`config.mk`:
```
export PLATFORM = sky130hd
export DESIGN_NAME = tga_rle_pixel_decoder
export DESIGN_NICKNAME = d
export VERILOG_FILES = /design/src/design/tga_rle_pkg.sv /design/src/design/tga_rle_pixel_decoder.sv /design/src/design/tga_rle_front.sv /design/src/design/tga_rle_fifo.sv /design/src/design/tga_rle_back.sv
export VERILOG_INCLUDE_DIRS = /design/src /design/src/design
export SDC_FILE = /design/constraint.sdc
export NUM_CORES = 1
export LEC_CHECK = 0
export BUFFER_PORTS_ARGS = -buffer_cell sky130_fd_sc_hd__buf_2
export CAP_MARGIN = 20
export CORE_UTILIZATION = 64
export DETAILED_ROUTE_END_ITERATION = 8
export PLACE_DENSITY = 0.82
export RECOVER_POWER = 100
export SYNTH_ARGS = -nofsm -noshare
export SYNTH_HDL_FRONTEND = slang
export SYNTH_SLANG_ARGS = --single-unit
```
`constraint.sdc`:
```
create_clock -name clk_i -period 8.5 [get_ports clk_i]
set_clock_uncertainty 0.1 [all_clocks]
set_input_delay 0.425 -clock clk_i [delete_from_list [all_inputs] [get_ports clk_i]]
set_output_delay 0.425 -clock clk_i [all_outputs]
set_load 0.005 [all_outputs]
```
`src/design/tga_rle_pixel_decoder_macros.svh`:
```
// ----------------------------------------------------------------------------
// TGA run-length pixel decoder: assertion macros
// Shared concurrent assertion forms, clocked on clk_i, off during reset.
// ----------------------------------------------------------------------------
`ifndef TGA_RLE_PIXEL_DECODER_MACROS_SVH
`define TGA_RLE_PIXEL_DECODER_MACROS_SVH

// Check that cons holds in the same cycle as ante.
`define TGA_RLE_ASSERT_NOW(label, ante, cons) \
  label: assert property (@(posedge clk_i) disable iff (!rst_ni) (ante) |-> (cons)) \
    else $error("tga_rle assertion failed");

// Check that cons holds in the cycle after ante.
`define TGA_RLE_ASSERT_NEXT(label, ante, cons) \
  label: assert property (@(posedge clk_i) disable iff (!rst_ni) (ante) |=> (cons)) \
    else $error("tga_rle assertion failed");

`endif

```
`src/design/tga_rle_pkg.sv`:
```
// ----------------------------------------------------------------------------
// TGA run-length pixel decoder: package
// Payload types, register indexes and shared constants.
// ----------------------------------------------------------------------------
package tga_rle_pkg;

  localparam int unsigned CFG_INDEX_W = 4;
  localparam int unsigned CFG_DATA_W  = 16;
  localparam int unsigned QUEUE_DEPTH = 2;

  // Register indexes
  localparam logic [CFG_INDEX_W-1:0] CFG_RUN_LENGTH_MODE = 4'd0;
  localparam logic [CFG_INDEX_W-1:0] CFG_BYTES_PER_PIXEL = 4'd1;
  localparam logic [CFG_INDEX_W-1:0] CFG_IMAGE_WIDTH     = 4'd2;
  localparam logic [CFG_INDEX_W-1:0] CFG_IMAGE_HEIGHT    = 4'd3;

  // Pixel size code that selects BGRA; any other code means BGR
  localparam logic [2:0] BPP_FOUR  = 3'd4;
  localparam logic [2:0] BPP_THREE = 3'd3;

  typedef struct packed {
    logic [7:0] data_byte;
    logic       start_of_image;
  } in_item_t;

  typedef struct packed {
    logic [7:0] red;
    logic [7:0] green;
    logic [7:0] blue;
    logic [7:0] alpha;
    logic [7:0] repeat_count;
    logic       last_pixel;
  } out_item_t;

  // Completed pixel as stored: first two or three bytes plus the closing byte
  typedef struct packed {
    logic [23:0] partial;
    logic [7:0]  closing_byte;
    logic        four_bytes;
    logic [7:0]  repeat_count;
    logic        last_pixel;
  } pix_entry_t;

endpackage

```
`src/design/tga_rle_pixel_decoder.sv`:
```
// ----------------------------------------------------------------------------
// TGA run-length pixel decoder: top level
// Bytes of TGA pixel data come in on the input channel (in_valid_i,
// in_ready_o, in_item_i), one per request, with start_of_image marking the
// first byte of an image. Each completed pixel leaves on the output channel
// (out_valid_o, out_ready_i, out_item_o) as RGBA with a repeat count and a
// last-pixel flag. Registers are to be written through cfg_we_i, cfg_index_i
// and cfg_data_i only while the block is idle; the block itself does not
// enforce this. One byte is accepted every cycle while the queue is not
// full. The front end classifies each byte and writes a completed pixel into
// the queue when its closing byte is accepted; the output register takes it
// from the queue once the register is empty or being taken. The byte
// classifier and pixel counter set the rate. Header and leading pixel
// bytes give no result. A stalled receiver fills the output register and
// then the pixel queue; in_ready_o drops only when the queue is full, and
// rises again as soon as the output register is taken.
// Reset clears the queue, the output valid flag and all decoder state, and
// sets the registers to uncompressed, three bytes per pixel, a 0 by 0 image.
// ----------------------------------------------------------------------------
`include "tga_rle_pixel_decoder_macros.svh"

module tga_rle_pixel_decoder #(
  parameter int unsigned QueueDepth = tga_rle_pkg::QUEUE_DEPTH
) (
  input  logic                                clk_i,
  input  logic                                rst_ni,
  input  logic                                cfg_we_i,
  input  logic [tga_rle_pkg::CFG_INDEX_W-1:0] cfg_index_i,
  input  logic [tga_rle_pkg::CFG_DATA_W-1:0]  cfg_data_i,
  input  logic                                in_valid_i,
  output logic                                in_ready_o,
  input  tga_rle_pkg::in_item_t               in_item_i,
  output logic                                out_valid_o,
  input  logic                                out_ready_i,
  output tga_rle_pkg::out_item_t              out_item_o
);

  localparam int unsigned QCntW = $clog2(QueueDepth + 1);

  logic                    accept;
  logic                    q_push, q_pop, q_valid, q_full;
  logic [QCntW-1:0]        q_count;
  tga_rle_pkg::pix_entry_t push_entry, head_entry;

  assign in_ready_o = !q_full;
  assign accept     = in_valid_i && in_ready_o;

  // Classify bytes and build pixels
  tga_rle_front u_front (
    .clk_i       (clk_i),
    .rst_ni      (rst_ni),
    .cfg_we_i    (cfg_we_i),
    .cfg_index_i (cfg_index_i),
    .cfg_data_i  (cfg_data_i),
    .accept_i    (accept),
    .in_item_i   (in_item_i),
    .push_o      (q_push),
    .entry_o     (push_entry)
  );

  // Decouple front end from output stage
  tga_rle_fifo #(
    .Depth (QueueDepth)
  ) u_fifo (
    .clk_i   (clk_i),
    .rst_ni  (rst_ni),
    .push_i  (q_push),
    .entry_i (push_entry),
    .pop_i   (q_pop),
    .valid_o (q_valid),
    .entry_o (head_entry),
    .full_o  (q_full),
    .count_o (q_count)
  );

  // Reorder and register results
  tga_rle_back u_back (
    .clk_i       (clk_i),
    .rst_ni      (rst_ni),
    .q_valid_i   (q_valid),
    .q_entry_i   (head_entry),
    .q_pop_o     (q_pop),
    .out_valid_o (out_valid_o),
    .out_ready_i (out_ready_i),
    .out_item_o  (out_item_o)
  );

  // A pixel is never pushed into a full queue
  `TGA_RLE_ASSERT_NOW(a_no_push_when_full, q_push, q_count != QCntW'(QueueDepth))
  // Every result covers at least one pixel
  `TGA_RLE_ASSERT_NOW(a_repeat_nonzero, out_valid_o, out_item_o.repeat_count != 8'd0)
  // The output register is only loaded from the queue
  `TGA_RLE_ASSERT_NEXT(a_no_result_from_nothing, !q_valid && !out_valid_o, !out_valid_o)

endmodule

```
`src/design/tga_rle_front.sv`:
```
// ----------------------------------------------------------------------------
// TGA run-length pixel decoder: front end
// Holds the registers, classifies each byte as packet header, pixel byte or
// closing pixel byte, tracks packets and the image pixel count, and pushes
// each completed pixel into the queue.
// ----------------------------------------------------------------------------
module tga_rle_front (
  input  logic                                clk_i,
  input  logic                                rst_ni,
  input  logic                                cfg_we_i,
  input  logic [tga_rle_pkg::CFG_INDEX_W-1:0] cfg_index_i,
  input  logic [tga_rle_pkg::CFG_DATA_W-1:0]  cfg_data_i,
  input  logic                                accept_i,
  input  tga_rle_pkg::in_item_t               in_item_i,
  output logic                                push_o,
  output tga_rle_pkg::pix_entry_t             entry_o
);

  logic        mode_q, mode_d;
  logic [2:0]  bpp_q, bpp_d;
  logic [15:0] width_q, width_d;
  logic [15:0] height_q, height_d;
  logic [31:0] total_q, total_d;

  logic        eh_q, eh_d;
  logic        run_q, run_d;
  logic [7:0]  left_q, left_d;
  logic [1:0]  pos_q, pos_d;
  logic [23:0] part_q, part_d;
  logic [31:0] done_q, done_d;

  logic        eh_eff, run_eff;
  logic [7:0]  left_eff, left_n;
  logic [1:0]  pos_eff, last_idx;
  logic [23:0] part_eff;
  logic [31:0] done_eff, remaining;
  logic [7:0]  rep;
  logic [7:0]  byte_in;
  logic [15:0] mul_a, mul_b;

  assign byte_in  = in_item_i.data_byte;
  assign last_idx = (bpp_q == tga_rle_pkg::BPP_FOUR) ? 2'd3 : 2'd2;

  // Start of image clears the packet state and pixel count before the byte is taken
  assign eh_eff   = in_item_i.start_of_image ? 1'b1  : eh_q;
  assign run_eff  = in_item_i.start_of_image ? 1'b0  : run_q;
  assign left_eff = in_item_i.start_of_image ? 8'd0  : left_q;
  assign pos_eff  = in_item_i.start_of_image ? 2'd0  : pos_q;
  assign part_eff = in_item_i.start_of_image ? 24'd0 : part_q;
  assign done_eff = in_item_i.start_of_image ? 32'd0 : done_q;

  assign remaining = total_q - done_eff;

  // Operands of the image size product, taking the word being written
  assign mul_a = (cfg_index_i == tga_rle_pkg::CFG_IMAGE_WIDTH)  ? cfg_data_i : width_q;
  assign mul_b = (cfg_index_i == tga_rle_pkg::CFG_IMAGE_HEIGHT) ? cfg_data_i : height_q;

  // Next state of registers and decoder
  always_comb begin
    mode_d   = mode_q;
    bpp_d    = bpp_q;
    width_d  = width_q;
    height_d = height_q;
    total_d  = total_q;
    eh_d     = eh_q;
    run_d    = run_q;
    left_d   = left_q;
    pos_d    = pos_q;
    part_d   = part_q;
    done_d   = done_q;
    left_n   = left_eff;
    rep      = 8'd1;
    push_o   = 1'b0;
    entry_o  = '0;

    if (cfg_we_i) begin
      unique case (cfg_index_i)
        tga_rle_pkg::CFG_RUN_LENGTH_MODE: begin
          mode_d = cfg_data_i[0];
          eh_d   = 1'b1;
          run_d  = 1'b0;
          left_d = 8'd0;
          pos_d  = 2'd0;
          part_d = 24'd0;
        end
        tga_rle_pkg::CFG_BYTES_PER_PIXEL: begin
          bpp_d  = cfg_data_i[2:0];
          eh_d   = 1'b1;
          run_d  = 1'b0;
          left_d = 8'd0;
          pos_d  = 2'd0;
          part_d = 24'd0;
        end
        tga_rle_pkg::CFG_IMAGE_WIDTH: begin
          width_d = cfg_data_i;
          total_d = mul_a * mul_b;
        end
        tga_rle_pkg::CFG_IMAGE_HEIGHT: begin
          height_d = cfg_data_i;
          total_d  = mul_a * mul_b;
        end
        default: ;
      endcase
    end else if (accept_i) begin
      eh_d   = eh_eff;
      run_d  = run_eff;
      left_d = left_eff;
      pos_d  = pos_eff;
      part_d = part_eff;
      done_d = done_eff;

      // Drop bytes once the image is complete
      if (done_eff < total_q) begin
        if (mode_q && eh_eff) begin
          // Packet header: run flag and pixel count
          run_d  = byte_in[7];
          left_d = {1'b0, byte_in[6:0]} + 8'd1;
          eh_d   = 1'b0;
          pos_d  = 2'd0;
        end else if (pos_eff < last_idx) begin
          // Collect a stored byte of the pixel
          case (pos_eff)
            2'd0:    part_d = {part_eff[23:8], byte_in};
            2'd1:    part_d = {part_eff[23:16], byte_in, part_eff[7:0]};
            default: part_d = {byte_in, part_eff[15:0]};
          endcase
          pos_d = pos_eff + 2'd1;
        end else begin
          // Closing byte: settle repeat count and packet progress
          if (mode_q) begin
            if (run_eff) begin
              rep    = (left_eff == 8'd0) ? 8'd1 : left_eff;
              left_n = 8'd0;
            end else if (left_eff != 8'd0) begin
              left_n = left_eff - 8'd1;
            end
            if (left_n == 8'd0) begin
              eh_d = 1'b1;
            end
          end
          left_d = left_n;
          if ({24'd0, rep} > remaining) begin
            rep = remaining[7:0];
          end
          done_d = done_eff + {24'd0, rep};
          push_o = 1'b1;
          entry_o.partial      = part_eff;
          entry_o.closing_byte = byte_in;
          entry_o.four_bytes   = (bpp_q == tga_rle_pkg::BPP_FOUR);
          entry_o.repeat_count = rep;
          entry_o.last_pixel   = (done_d == total_q);
          pos_d  = 2'd0;
          part_d = 24'd0;
        end
      end
    end
  end

  // Control state
  always_ff @(posedge clk_i or negedge rst_ni) begin
    if (!rst_ni) begin
      mode_q   <= 1'b0;
      bpp_q    <= tga_rle_pkg::BPP_THREE;
      width_q  <= 16'd0;
      height_q <= 16'd0;
      total_q  <= 32'd0;
      eh_q     <= 1'b1;
      run_q    <= 1'b0;
      left_q   <= 8'd0;
      pos_q    <= 2'd0;
      part_q   <= 24'd0;
      done_q   <= 32'd0;
    end else begin
      mode_q   <= mode_d;
      bpp_q    <= bpp_d;
      width_q  <= width_d;
      height_q <= height_d;
      total_q  <= total_d;
      eh_q     <= eh_d;
      run_q    <= run_d;
      left_q   <= left_d;
      pos_q    <= pos_d;
      part_q   <= part_d;
      done_q   <= done_d;
    end
  end

endmodule

```
`src/design/tga_rle_fifo.sv`:
```
// ----------------------------------------------------------------------------
// TGA run-length pixel decoder: pixel queue
// Short first-in first-out queue of completed pixels between the front end
// and the output stage. Push and pop may happen in the same cycle.
// ----------------------------------------------------------------------------
module tga_rle_fifo #(
  parameter int unsigned Depth = tga_rle_pkg::QUEUE_DEPTH
) (
  input  logic                             clk_i,
  input  logic                             rst_ni,
  input  logic                             push_i,
  input  tga_rle_pkg::pix_entry_t          entry_i,
  input  logic                             pop_i,
  output logic                             valid_o,
  output tga_rle_pkg::pix_entry_t          entry_o,
  output logic                             full_o,
  output logic [$clog2(Depth+1)-1:0]       count_o
);

  localparam int unsigned PtrW = (Depth > 1) ? $clog2(Depth) : 1;
  localparam int unsigned CntW = $clog2(Depth + 1);

  tga_rle_pkg::pix_entry_t mem_q [Depth];
  logic [PtrW-1:0] wr_ptr_q, rd_ptr_q;
  logic [CntW-1:0] cnt_q;
  logic            do_push, do_pop;

  assign valid_o = (cnt_q != '0);
  assign full_o  = (cnt_q == CntW'(Depth));
  assign count_o = cnt_q;
  assign entry_o = mem_q[rd_ptr_q];
  assign do_push = push_i && !full_o;
  assign do_pop  = pop_i && valid_o;

  // Store pushed entries
  always_ff @(posedge clk_i) begin
    if (do_push) begin
      mem_q[wr_ptr_q] <= entry_i;
    end
  end

  // Advance pointers and fill count
  always_ff @(posedge clk_i or negedge rst_ni) begin
    if (!rst_ni) begin
      wr_ptr_q <= '0;
      rd_ptr_q <= '0;
      cnt_q    <= '0;
    end else begin
      if (do_push) begin
        wr_ptr_q <= (wr_ptr_q == PtrW'(Depth - 1)) ? '0 : wr_ptr_q + PtrW'(1);
      end
      if (do_pop) begin
        rd_ptr_q <= (rd_ptr_q == PtrW'(Depth - 1)) ? '0 : rd_ptr_q + PtrW'(1);
      end
      if (do_push && !do_pop) begin
        cnt_q <= cnt_q + CntW'(1);
      end else if (do_pop && !do_push) begin
        cnt_q <= cnt_q - CntW'(1);
      end
    end
  end

endmodule

```
`src/design/tga_rle_back.sv`:
```
// ----------------------------------------------------------------------------
// TGA run-length pixel decoder: output stage
// Takes pixels from the queue, swaps stored BGR(A) order to RGBA and holds
// the result in an output register until the receiver takes it.
// ----------------------------------------------------------------------------
module tga_rle_back (
  input  logic                    clk_i,
  input  logic                    rst_ni,
  input  logic                    q_valid_i,
  input  tga_rle_pkg::pix_entry_t q_entry_i,
  output logic                    q_pop_o,
  output logic                    out_valid_o,
  input  logic                    out_ready_i,
  output tga_rle_pkg::out_item_t  out_item_o
);

  logic                   valid_q;
  tga_rle_pkg::out_item_t item_q, item_d;

  assign q_pop_o     = q_valid_i && (!valid_q || out_ready_i);
  assign out_valid_o = valid_q;
  assign out_item_o  = item_q;

  // Reorder to RGBA; alpha is zero for three-byte pixels
  always_comb begin
    item_d.green        = q_entry_i.partial[15:8];
    item_d.blue         = q_entry_i.partial[7:0];
    item_d.repeat_count = q_entry_i.repeat_count;
    item_d.last_pixel   = q_entry_i.last_pixel;
    if (q_entry_i.four_bytes) begin
      item_d.red   = q_entry_i.partial[23:16];
      item_d.alpha = q_entry_i.closing_byte;
    end else begin
      item_d.red   = q_entry_i.closing_byte;
      item_d.alpha = 8'd0;
    end
  end

  // Load the payload register on pop
  always_ff @(posedge clk_i) begin
    if (q_pop_o) begin
      item_q <= item_d;
    end
  end

  // Hold valid until the receiver takes the result
  always_ff @(posedge clk_i or negedge rst_ni) begin
    if (!rst_ni) begin
      valid_q <= 1'b0;
    end else if (q_pop_o) begin
      valid_q <= 1'b1;
    end else if (out_ready_i) begin
      valid_q <= 1'b0;
    end
  end

endmodule
```
==> out/results.ini <==
[cts]
cts_buffers=29
clkTransAtPathRegs_ns=0.07
cts_buffer_depth=3
numClockSinks=266
cts_tree=done
h-tree-depth=1
clk-insertion-delay-late_ns=0.58
cts_root_buffer=clkbuf_16

[placed_design]
dp.cells=2955
port_buffers=76
place_congestion=0.9464
dp_hpwl_um=47590

[synth]
ys_seq_elements=266
synth_fa_ha_area_frac=0.2531
synth_area_um2=23610
synth_nets=2868
synth_commonest_cells=311 x nand2_1, 282 x inv_1, 227 x nor2_1
synth-simple-area-share=0.1569
async_reset_ff_frac=0.5301
synth_top_family_by_area=adder cells
synth_top_area_frac=0.1662
synth_area_leaders=fa_1 17%, edfxtp_1 16%, dfrtp_1 15%
seq_area_frac_synth=0.3086
post_synth_num_cell_types=90
synthMuxAreaShare=0.05485
synthXorXnorAreaFrac=0.04117
synth.avg_cell_area_um2=9.544
synthFlopType=dfrtp_1
yosys.area.top_type=fa_1
ys.warnings.count=0
synthCells=2474
synth-compound-area-share=0.1218
yosysMostFrequentCell=nand2_1
synth_edf_count=125

[global_routing]
antenna_found_initial=1
groute.usage.overall=0.3296
grt_overflow=0
grt_pass1_wl_um=98670
grt_pass1_vias=18480
grt_max_degree=75

[finish]
final_nets=2922
fillCellCount=2729
final_cells=3013
drive_gt1_frac=0.09839
syn2layout_area_growth_pct=7.588

[route]
drtAntennaViolNets=0
routedWlPerCell_um=20.41
drt_iter0_markers=1484
drcViolationCount=0
routed_via_density=6.188
routed_wl_um=61490
dr.pass1.iters=6
vias=18640

[flow_run]
drv_cap=10

[status]
outcome=finished, violations left
violations=capacitance limit, slew limit

[setup_path]
critPathLaunchType=flop
crit_type=flop to flop
cp_max_fo=11
critPathRequiredTime_ns=8.74
end_kind=flop
r2r_cells=26
arrival_ns=8.40

[timing]
fmax_mhz=122.6
slew_headroom=-1.692
setup_viol=0
rsz0062_at_grt=false
slew_violations=495
period_needed_ns=8.157
post-route-period-util=0.9597
hold_violations=0
tightest_slew_ns=4.038

[die]
dieArea_um2=37670
core_area_um2=35910
die_w_um=194.1
start_util=0.6574
num_io_pins=77
row_count=69
die_h_um=194.1

[min_path]
min_path_type=primary input to flop
hold_path_depth=2

==> layout by cell type (no fill, tap or decap), types with 52 or more instances in the layout <==
master	count
a21oi_1	112
buf_2	54
dfrtp_1	138
edfxtp_1	125
fa_1	195
ha_1	163
inv_1	282
mux2_2	64
mux2i_1	52
nand2_1	311
nor2_1	225
o21ai_0	93
xnor2_1	73
==> routing by layer <==
layer / part of all wire / up-vias / global-route usage
met4: 0.038 / 0 / 0.1138
li1: - / 8538 / -
met1: 0.41 / 9203 / 0.4453
met2: 0.49 / 758 / 0.5540
met3: 0.062 / 145 / 0.03757
met5: 0 / - / 0
==> area by class of cell <==
type | instances | area [µm²] | share of cell area
clock inverter | 21 | 147.6 | 0.005812
inverter | 283 | 1062 | 0.04182
sequential | 266 | 7286 | 0.2868
clock buffer | 33 | 760.7 | 0.02995
multi-input combinational | 1823 | 14860 | 0.5849
timing repair buffer | 125 | 709.4 | 0.02793
antenna | 1 | 2.502 | 0.00009851
tap | 461 | 576.8 | 0.02271
==> worst max-delay path, cell delays in order (launching register included) <==
cell and delay [ns]:
dfrtp_1 0.46, nor2b_1 0.36, inv_1 0.08, ha_1 0.39, a21o_1 0.24, nor2b_1 0.14, a2111oi_0 0.56, a2bb2oi_1 0.40
clkbuf_1 0.35, a21boi_0 0.16, mux2_2 0.30, a211oi_1 0.40, and4bb_2 0.36, mux2i_2 0.27, ha_2 0.24, fa_2 0.23
a21o_1 0.18, a221oi_2 0.10, o21ai_1 0.20, buf_4 0.22, or4b_2 0.64, xnor2_1 0.15, nor3_1 0.28, nand4_1 0.15
a2111oi_2 0.25, nand4_1 0.28, a2111oi_4 0.44
==> state kept, by name (all words and copies together) (netlist names), 8 cells and up <==
name	cells
u_fifo.mem_q	84
u_back.out_item_o	41
u_front.done_q	32
u_front.total_q	32
u_front.part_q	24
u_front.height_q	16
u_front.width_q	16
u_front.left_q	8
==> logic make-up after synthesis <==
family,Yosys count
flops,266
fa+ha+maj,360
buf+inv,385
compound gates,426
simple gates,805
mux,121
xor+xnor,111
==> worst paths after layout <==
path	start	to	slack [ns]
min	in_item_i[5]	u_front.part_q[4]	0.04
max	u_front.done_q[9]	u_fifo.mem_q[0][0]	0.34
min reg2reg	u_front.part_q[19]	u_front.part_q[19]	0.37
max reg2reg	u_front.done_q[9]	u_fifo.mem_q[0][0]	0.34
min in group asynchronous	rst_ni	u_front.done_q[30]	1.73
max in group asynchronous	rst_ni	u_front.total_q[11]	3.09
==> stage by stage <==
stage / instance area (µm²) / utilization / setup TNS [ns] / setup WS [ns] / hold WS (ns)
after floorplan: 23610 / - / 0 / 0.3415 / 0.02941
after global placement: 24530 / 0.6830 / 0 / 0.1553 / 0.3566
after detailed placement: 24530 / 0.6830 / -0.1631 / -0.08153 / 0.3631
after CTS: 25450 / 0.7086 / 0 / 0.1336 / 0.02215
after global routing: 25400 / 0.7073 / 0 / 0.004886 / 0.04377
final: 25400 / 0.7073 / 0 / 0.3429 / 0.03576
==> timing repair <==
| action | in CTS | in global routing |
|---|---|---|
| hold buffers | 1 | 0 |
| gates resized for setup | 0 | 16 |
| setup buffers | 0 | 1 |
| setup endpoints to repair | 0 | 2 |
| hold endpoints to repair | 67 | 0 |
Power is left out: the tool's default activity adds up to more than one toggle a clock period on the data nets, which glitch-free logic cannot reach.
